### src/rtl/core/c8core_pkg.sv
`default_nettype none
// ----------------------------------------------------------------------------
// c8core_pkg
// Types, codes, font table and small helper functions shared by the core.
// ----------------------------------------------------------------------------
package c8core_pkg;

    localparam int MEM_BYTES   = 4096;
    localparam int MEM_AW      = $clog2(MEM_BYTES);
    localparam int SCR_COLS    = 64;
    localparam int SCR_ROWS    = 32;
    localparam int ROW_AW      = $clog2(SCR_ROWS);
    localparam int COL_AW      = $clog2(SCR_COLS);
    localparam int NUM_VREGS   = 16;
    localparam int VREG_AW     = $clog2(NUM_VREGS);
    localparam int STACK_DEPTH = 16;
    localparam int SP_W        = $clog2(STACK_DEPTH);
    localparam logic [MEM_AW-1:0] START_ADDR = MEM_AW'(512);
    localparam logic [MEM_AW-1:0] FONT_BASE  = MEM_AW'(80);
    localparam int FONT_BYTES  = 80;

    localparam logic [7:0] FONT [FONT_BYTES] = '{
        8'hF0, 8'h90, 8'h90, 8'h90, 8'hF0, 8'h20, 8'h60, 8'h20, 8'h20, 8'h70,
        8'hF0, 8'h10, 8'hF0, 8'h80, 8'hF0, 8'hF0, 8'h10, 8'hF0, 8'h10, 8'hF0,
        8'h90, 8'h90, 8'hF0, 8'h10, 8'h10, 8'hF0, 8'h80, 8'hF0, 8'h10, 8'hF0,
        8'hF0, 8'h80, 8'hF0, 8'h90, 8'hF0, 8'hF0, 8'h10, 8'h20, 8'h40, 8'h40,
        8'hF0, 8'h90, 8'hF0, 8'h90, 8'hF0, 8'hF0, 8'h90, 8'hF0, 8'h10, 8'hF0,
        8'hF0, 8'h90, 8'hF0, 8'h90, 8'h90, 8'hE0, 8'h90, 8'hE0, 8'h90, 8'hE0,
        8'hF0, 8'h80, 8'h80, 8'h80, 8'hF0, 8'hE0, 8'h90, 8'h90, 8'h90, 8'hE0,
        8'hF0, 8'h80, 8'hF0, 8'h80, 8'hF0, 8'hF0, 8'h80, 8'hF0, 8'h80, 8'h80
    };

    typedef enum logic [2:0] {
        M_LOAD    = 3'd0,
        M_EXEC    = 3'd1,
        M_TICK    = 3'd2,
        M_RESTART = 3'd3,
        M_ROW     = 3'd4
    } t_mode;

    typedef enum logic [4:0] {
        K_NONE, K_CLS, K_RET, K_JP, K_CALL, K_SE, K_SNE, K_SER, K_LD, K_ADD,
        K_ALU, K_SNER, K_LDI, K_JPV0, K_RND, K_DRW, K_SKP, K_SKNP, K_LDDT,
        K_WKEY, K_SDT, K_SST, K_ADDI, K_FONT, K_BCD, K_STR, K_LDR
    } t_kind;

    typedef enum logic [4:0] {
        S_INIT, S_IDLE, S_MODE, S_FETCH1, S_FETCH2, S_FETCH3, S_RDX, S_RDY,
        S_RD0, S_EXEC, S_WRX, S_BCD, S_ST_RD, S_ST_WR, S_LD_RD, S_LD_WR,
        S_DR_RD, S_DR_WR, S_DR_VF, S_ROW1, S_ROW2, S_DONE
    } t_state;

    typedef enum logic [4:0] {
        C_INIT, C_IDLE, C_MODE, C_FETCH1, C_FETCH2, C_FETCH3, C_RDX, C_RDY,
        C_RD0, C_EXEC, C_WRX, C_BCD, C_ST_RD, C_ST_WR, C_LD_RD, C_LD_WR,
        C_DR_RD, C_DR_WR, C_DR_VF, C_ROW1, C_ROW2, C_DONE
    } t_cmd;

    typedef struct packed {
        logic [2:0] mode;
        t_kind      kind;
        logic       n_zero;
        logic       loop_last;
        logic       bcd_last;
        logic       draw_last;
        logic       init_last;
    } t_stat;

    function automatic t_kind decode(input logic [15:0] op);
        t_kind k;
        k = K_NONE;
        unique case (op[15:12])
            4'h0: begin
                if (op == 16'h00E0) k = K_CLS;
                else if (op == 16'h00EE) k = K_RET;
            end
            4'h1: k = K_JP;
            4'h2: k = K_CALL;
            4'h3: k = K_SE;
            4'h4: k = K_SNE;
            4'h5: k = K_SER;
            4'h6: k = K_LD;
            4'h7: k = K_ADD;
            4'h8: k = K_ALU;
            4'h9: k = K_SNER;
            4'hA: k = K_LDI;
            4'hB: k = K_JPV0;
            4'hC: k = K_RND;
            4'hD: k = K_DRW;
            4'hE: begin
                if (op[7:0] == 8'h9E) k = K_SKP;
                else if (op[7:0] == 8'hA1) k = K_SKNP;
            end
            default: begin
                unique case (op[7:0])
                    8'h07:   k = K_LDDT;
                    8'h0A:   k = K_WKEY;
                    8'h15:   k = K_SDT;
                    8'h18:   k = K_SST;
                    8'h1E:   k = K_ADDI;
                    8'h29:   k = K_FONT;
                    8'h33:   k = K_BCD;
                    8'h55:   k = K_STR;
                    8'h65:   k = K_LDR;
                    default: k = K_NONE;
                endcase
            end
        endcase
        return k;
    endfunction

    function automatic logic [7:0] font_byte(input logic [MEM_AW-1:0] a);
        logic [MEM_AW-1:0] d;
        d = a - FONT_BASE;
        if (d < MEM_AW'(FONT_BYTES)) return FONT[d[6:0]];
        return 8'h00;
    endfunction

    function automatic logic [7:0] bcd_digit(input logic [7:0] v, input logic [1:0] sel);
        logic [1:0]  h;
        logic [7:0]  r;
        logic [14:0] p;
        logic [3:0]  t;
        logic [7:0]  o;
        h = (v >= 8'd200) ? 2'd2 : ((v >= 8'd100) ? 2'd1 : 2'd0);
        r = v - (8'(h) * 8'd100);
        p = 15'(r) * 15'd205;
        t = p[14:11];
        o = r - (8'(t) * 8'd10);
        unique case (sel)
            2'd0:    return {6'b0, h};
            2'd1:    return {4'b0, t};
            default: return o;
        endcase
    endfunction

endpackage
`default_nettype wire

### src/rtl/core/c8core_ctrl.sv
`default_nettype none
// ----------------------------------------------------------------------------
// c8core_ctrl
// Sequencer: steps each beat through its mode step and, for execute beats, fetch, operand read, execute and loops.
// ----------------------------------------------------------------------------
module c8core_ctrl (
    input  wire logic                 i_clk,
    input  wire logic                 i_rst_n,
    input  wire logic                 i_start,
    input  wire c8core_pkg::t_stat    i_stat,
    output c8core_pkg::t_cmd          o_cmd,
    output logic                      o_busy,
    output logic                      o_done
);
    import c8core_pkg::*;

    t_state r_state, n_state;

    always_ff @(posedge i_clk) begin
        if (!i_rst_n) r_state <= S_INIT;
        else          r_state <= n_state;
    end

    always_comb begin
        n_state = r_state;
        o_cmd   = C_IDLE;
        unique case (r_state)
            S_INIT: begin
                o_cmd = C_INIT;
                if (i_stat.init_last) n_state = S_IDLE;
            end
            S_IDLE: begin
                o_cmd = C_IDLE;
                if (i_start) n_state = S_MODE;
            end
            S_MODE: begin
                o_cmd = C_MODE;
                if (i_stat.mode == M_EXEC)     n_state = S_FETCH1;
                else if (i_stat.mode == M_ROW) n_state = S_ROW1;
                else                           n_state = S_DONE;
            end
            S_FETCH1: begin o_cmd = C_FETCH1; n_state = S_FETCH2; end
            S_FETCH2: begin o_cmd = C_FETCH2; n_state = S_FETCH3; end
            S_FETCH3: begin o_cmd = C_FETCH3; n_state = S_RDX;    end
            S_RDX:    begin o_cmd = C_RDX;    n_state = S_RDY;    end
            S_RDY:    begin o_cmd = C_RDY;    n_state = S_RD0;    end
            S_RD0:    begin o_cmd = C_RD0;    n_state = S_EXEC;   end
            S_EXEC: begin
                o_cmd = C_EXEC;
                unique case (i_stat.kind)
                    K_DRW:   n_state = i_stat.n_zero ? S_DR_VF : S_DR_RD;
                    K_BCD:   n_state = S_BCD;
                    K_STR:   n_state = S_ST_RD;
                    K_LDR:   n_state = S_LD_RD;
                    default: n_state = S_WRX;
                endcase
            end
            S_WRX: begin o_cmd = C_WRX; n_state = S_DONE; end
            S_BCD: begin
                o_cmd = C_BCD;
                if (i_stat.bcd_last) n_state = S_DONE;
            end
            S_ST_RD: begin o_cmd = C_ST_RD; n_state = S_ST_WR; end
            S_ST_WR: begin
                o_cmd   = C_ST_WR;
                n_state = i_stat.loop_last ? S_DONE : S_ST_RD;
            end
            S_LD_RD: begin o_cmd = C_LD_RD; n_state = S_LD_WR; end
            S_LD_WR: begin
                o_cmd   = C_LD_WR;
                n_state = i_stat.loop_last ? S_DONE : S_LD_RD;
            end
            S_DR_RD: begin o_cmd = C_DR_RD; n_state = S_DR_WR; end
            S_DR_WR: begin
                o_cmd   = C_DR_WR;
                n_state = i_stat.draw_last ? S_DR_VF : S_DR_RD;
            end
            S_DR_VF: begin o_cmd = C_DR_VF; n_state = S_DONE; end
            S_ROW1:  begin o_cmd = C_ROW1;  n_state = S_ROW2; end
            S_ROW2:  begin o_cmd = C_ROW2;  n_state = S_DONE; end
            S_DONE:  begin o_cmd = C_DONE;  n_state = S_IDLE; end
            default: begin o_cmd = C_IDLE;  n_state = S_IDLE; end
        endcase
    end

    assign o_busy = (r_state != S_IDLE);
    assign o_done = (r_state == S_DONE);
endmodule
`default_nettype wire

### config.mk
export PLATFORM = sky130hd
export DESIGN_NAME = c8core_ctrl
export DESIGN_NICKNAME = d
export VERILOG_FILES = /design/src/rtl/core/c8core_pkg.sv /design/src/rtl/core/c8core_ctrl.sv
export SDC_FILE = /design/constraint.sdc
export NUM_CORES = 1
export LEC_CHECK = 0
export BUFFER_PORTS_ARGS = -buffer_cell sky130_fd_sc_hd__buf_4
export CORE_MARGIN = 8
export CORE_UTILIZATION = 48
export CTS_CLUSTER_SIZE = 8
export DETAILED_ROUTE_END_ITERATION = 6
export PLACE_DENSITY = 0.77
export SYNTH_ARGS = -nofsm -noshare
export SYNTH_HDL_FRONTEND = slang
export SYNTH_SLANG_ARGS = --single-unit
### constraint.sdc
create_clock -name i_clk -period 1.65 [get_ports i_clk]
set_input_delay 0.165 -clock i_clk [delete_from_list [all_inputs] [get_ports i_clk]]
set_output_delay 0.165 -clock i_clk [all_outputs]
set_load 0.02 [all_outputs]
Yosys cells after proc, flatten, opt, wreduce, memory -nomap -nowiden
Index checks and enable logic that the tools add are counted.
{"block": "op_classes", "eq_ne": 31, "muxes": 12, "reduce_logical": 3}
{"cell": "$pmux W5 S21", "count": 1}
{"cell": "$pmux W5 S19", "count": 1}
{"cell": "$eq A5 B4 Y1 const B", "count": 9}
{"cell": "$eq A5 B5 Y1 const B", "count": 9}
{"cell": "$mux W5", "count": 6}
{"cell": "$eq A5 B3 Y1 const B", "count": 4}
{"cell": "$pmux W5 S4", "count": 1}
{"cell": "$eq A5 B2 Y1 const B", "count": 2}
{"cell": "$ne A2 B2 Y1 const B", "count": 3}
{"cell": "$eq A5 B1 Y1 const B", "count": 1}
{"cell": "$logic_not A5 Y1", "count": 1}
{"cell": "$ne A5 B1 Y1 const B", "count": 1}
{"cell": "$mux W2", "count": 2}
{"cell": "$eq A3 B1 Y1 const B", "count": 1}
{"cell": "$eq A3 B3 Y1 const B", "count": 1}
{"cell": "$mux W3", "count": 1}
{"cell": "$reduce_and A3 Y1", "count": 1}
{"cell": "$reduce_or A3 Y1", "count": 1}
{"block": "word_totals", "register_bits": 5, "input_bits": 16, "word_cells": 47}

Depth between registers and ports, before layout
{"block": "depth", "word_depth": 4, "ltp_mapped": 6}

Worst setup path after synthesis
No wires, ideal clock.
{"block": "synth_timing", "path_type": "reg2out", "startpoint": "register r_state[1]", "endpoint": "output o_cmd[0]", "arrival_ps": 1242, "required_ps": 1485, "setup_slack_ps": 243, "path_stages_with_launch": 5, "path_buffers": 2, "cell_sequence": "dfxtp_1 > buf_2 > buf_2 > a21oi_1 > o21ai_0"}
{"block": "synth_via", "elab_chain_len": 2}
{"item": "start: declaration", "line": "c8core_ctrl.sv:17", "text": "t_state r_state, n_state;"}
{"item": "start signal: assignment", "line": "c8core_ctrl.sv:21", "text": "else r_state <= n_state;"}
{"item": "$eq A5 B5 Y1 (tied with other cells)", "line": "c8core_ctrl.sv:27", "text": "unique case (r_state)"}
{"item": "$pmux W5 S21 *", "line": "c8core_ctrl.sv:27"}
{"item": "end: declaration", "line": "c8core_ctrl.sv:11", "text": "output c8core_pkg::t_cmd o_cmd,"}
Mark *: on every way between the ends. The rest lies on a longest branch, timed or not.

Final worst setup path
{"block": "layout_timing", "startpoint": "register r_state[2]", "endpoint": "output o_busy"}
{"block": "layout_via", "elab_chain_len": 1}
{"item": "$ne A5 B1 Y1", "line": "c8core_ctrl.sv:86", "text": "assign o_busy = (r_state != S_IDLE);"}
{"item": "end: declaration", "line": "c8core_ctrl.sv:12", "text": "output logic o_busy,"}
Every way passes these cells.

==> results.md <==
- Status: finished, final reports clean
- Post-layout util: 68.5%
- Tot GR Track Use: 15.5%
- Worst r2r src: r_state[4]
- Antenna violations before repair: 0
- Setup Buffers After CTS: 0
- Clock Skews: 6.44 ps
- Root Buffer Master: clkbuf_4
- Startpoint Class: flip-flop
- Post-DP HPWL: 1570 um
- Largest net degree at the start of global routing: 17
- Post-synthesis average cell area: 7.15 sq um
- Vias in the first global route: 803
- Post-CTS Resized: 2
- CP Capture Type: primary output
- DRC Markers: 0
- Worst-margin pin slew: 347 ps
- GR Overflow Total: 0
- Post-Synthesis Cells: 92
- Hold Crit Start: i_rst_n
- Core region area: 1280 sq um
- Die area: 2810 sq um
- Area Growth Syn to Fin: 33.8%
- Pre-Repair DR Iteration Count: 4
- GPL Wtd Cong: 0.945
- H-tree Lvls: 1
- Clock Pin Slew Worst Setup and Hold Paths: 50 ps
- Setup_tns: 0 ps
- Net Count, Synth: 108
- Primary FF master, synth: dfxtp_1
- CP max stage cell: dfxtp_2
- Clock power frac: 37.1%
- P_int: 0.277 mW
- Port buffer count: 22
- Average wire per standard cell: 14.7 um
- Max incr delay on CP: 390 ps
- Worst Hold Class: primary input to flip-flop
- Post-synth EDFFs: 0
- CTS tree: done
- Register share of total power: 33.9%
- Distinct cell type count after synthesis: 45
- Worst vdd ir: 219 uV
- Nets: 135
- Critical path data required time: 1480 ps
- Commonest non-fill, non-tap cell in the layout: buf_4
- Synth Register Bits: 5
- Hold Path End: r_state[3]
- FMAX: 635 MHz
- R2R setup slack: 200 ps
- Leading cell types in the layout, fill and taps excluded: 29 x buf_4, 6 x nor2_1, 5 x nand2b_1, 5 x nand2_1
- Core Rows: 13
- Post-Place Setup Slack: 124 ps
- Arrival @ worst endpoint: 1410 ps
- Max reg flops: 5
- TritonCTS Sinks: 5
- Final ANT Viol Nets: 0
- Antenna diodes: 0
- I/O pins: 23
- Hold buffer count at CTS: 0
- Seq/Total Area, Yosys: 15.2%
- First-pass GRT wire length: 3410 um
- Leakage dissipation: 0.363 nW
- Pwr Density: 441 nW/um^2
- Die H: 53.0 um
- Hold Vio Cnt, Final: 0
- # fillers: 129
- Hold depth: 2
- Final worst path period share: 95.4%
- DR vias/cell: 6.21
- Fin crit period: 1570 ps
- Largest regs: r_state x5
- Mapped cell area: 658 sq um
- Initial Utilization: 51.2%
- Die Width: 53.0 um
- Syn. warnings: 0
- Routed wire length: 1950 um
- Cell Chain, Critical Path: or2_4 -> or3_1 -> buf_4
- Final Setup Violations: 0
- Critical path fanouts, max: 16
- Sw Ratio: 28.7%
- Kind of critical path: flip-flop to primary output
- Share of cells above drive strength 1: 33.9%
- Slew HR: 76.6%
- Worst R2R End: r_state[4]
- Async S/R FF share, synth: 0%
- Unrepaired setup endpoints after global routing: false
- Biggest register: r_state
- Comb pwr share: 28.9%
- Fin. max-slew vios: 0
- Final WS setup: 75.9 ps
- Drt initial violations: 40
- Max-cap violations: 0
- P_sw: 0.112 mW
- FF-to-FF path depth: 4
- Vias post-DR: 826
- Worst-Skew Late Latency: 250 ps
- CTS buffer count: 3
- Clock Path Buffers: 2
==> cell usage after synthesis, types with 2 or more instances <==
| cell | instances | share of area, % |
|---|---|---|
| nand3b_1 | 2 | 2.3 |
| o21ai_1 | 3 | 2.3 |
| a31oi_1 | 3 | 2.9 |
| o21ai_0 | 4 | 3.0 |
| nand4_1 | 4 | 3.8 |
| a22oi_1 | 2 | 2.3 |
| a21oi_1 | 4 | 3.0 |
| a21boi_1 | 2 | 2.3 |
| or3_1 | 2 | 1.9 |
| nor3_1 | 2 | 1.5 |
| dfxtp_1 | 5 | 15 |
| buf_2 | 5 | 3.8 |
| nor3b_1 | 2 | 2.3 |
| o211ai_1 | 2 | 2.3 |
| o21a_1 | 2 | 2.3 |
| nor2_1 | 6 | 3.4 |
| o31ai_1 | 2 | 2.3 |
| nand2_1 | 5 | 2.9 |
| and2b_1 | 2 | 2.3 |
| inv_1 | 4 | 2.3 |
| nand2b_1 | 5 | 4.8 |
==> through the flow <==
step	power (mW)	instance area [sq um]	std cells	hold slack (ps)
3_3_place_gp	0.244	850	129	401
5_1_grt	0.421	881	133	146
3_5_place_dp	0.246	850	129	405
6_report	0.389	881	133	148
4_1_cts	0.391	878	133	149
2_1_floorplan	0.192	658	92	282
==> critical path: cells and delay by family, from the launching register on <==
family,cells,cell delay (ps)
and+or+nand+nor,2,600
DFF,1,390
buffers and inverters,1,170
==> layer usage <==
layer	track usage, %	share of wire (%)	vias up
li1	-	-	397
met1	17.3	41	380
met2	26.0	47	42
met3	3.64	8.8	7
met4	9.05	2.8	0
met5	0	0	-
==> logic make-up after synthesis <==
logic type | share of synthesized area, %
AND/OR/NAND/NOR | 36.3
XOR/XNOR | 2.66
buffers and inverters | 10.1
flip-flops | 15.2
AO/OA/AOI/OAI | 35.7
==> power by group through the flow <==
stage / clock network (mW) / registers [mW] / logic, mW
finish: 0.144 / 0.132 / 0.113
global route: 0.162 / 0.132 / 0.127
CTS: 0.146 / 0.131 / 0.114
detailed placement: 0 / 0.133 / 0.113
global placement: 0 / 0.133 / 0.111
floorplan: 0 / 0.130 / 0.0623
==> how the worst max path moves through the flow <==
stage	slack, ps	cells after the start	startpoint	end
3_5_place_dp	120	5	r_state[4]	r_state[4]
3_3_place_gp	170	5	r_state[4]	r_state[4]
5_1_grt	10	3	r_state[1]	o_busy
2_1_floorplan	240	4	r_state[1]	o_cmd[0]
4_1_cts	80	3	r_state[2]	o_busy
6_report	80	3	r_state[2]	o_busy
==> area by class of cell <==
class                   count  area, sq um  area share [%]
multi-input cells          75          492            55.8
flip-flops and latches      5          105            11.9
inverters                   5         21.3            2.41
well taps                  15         18.8            2.13
repair buffers             29          218            24.7
clock buffers               4         26.3            2.98
Note: power is estimated with default switching activity, not from simulation.
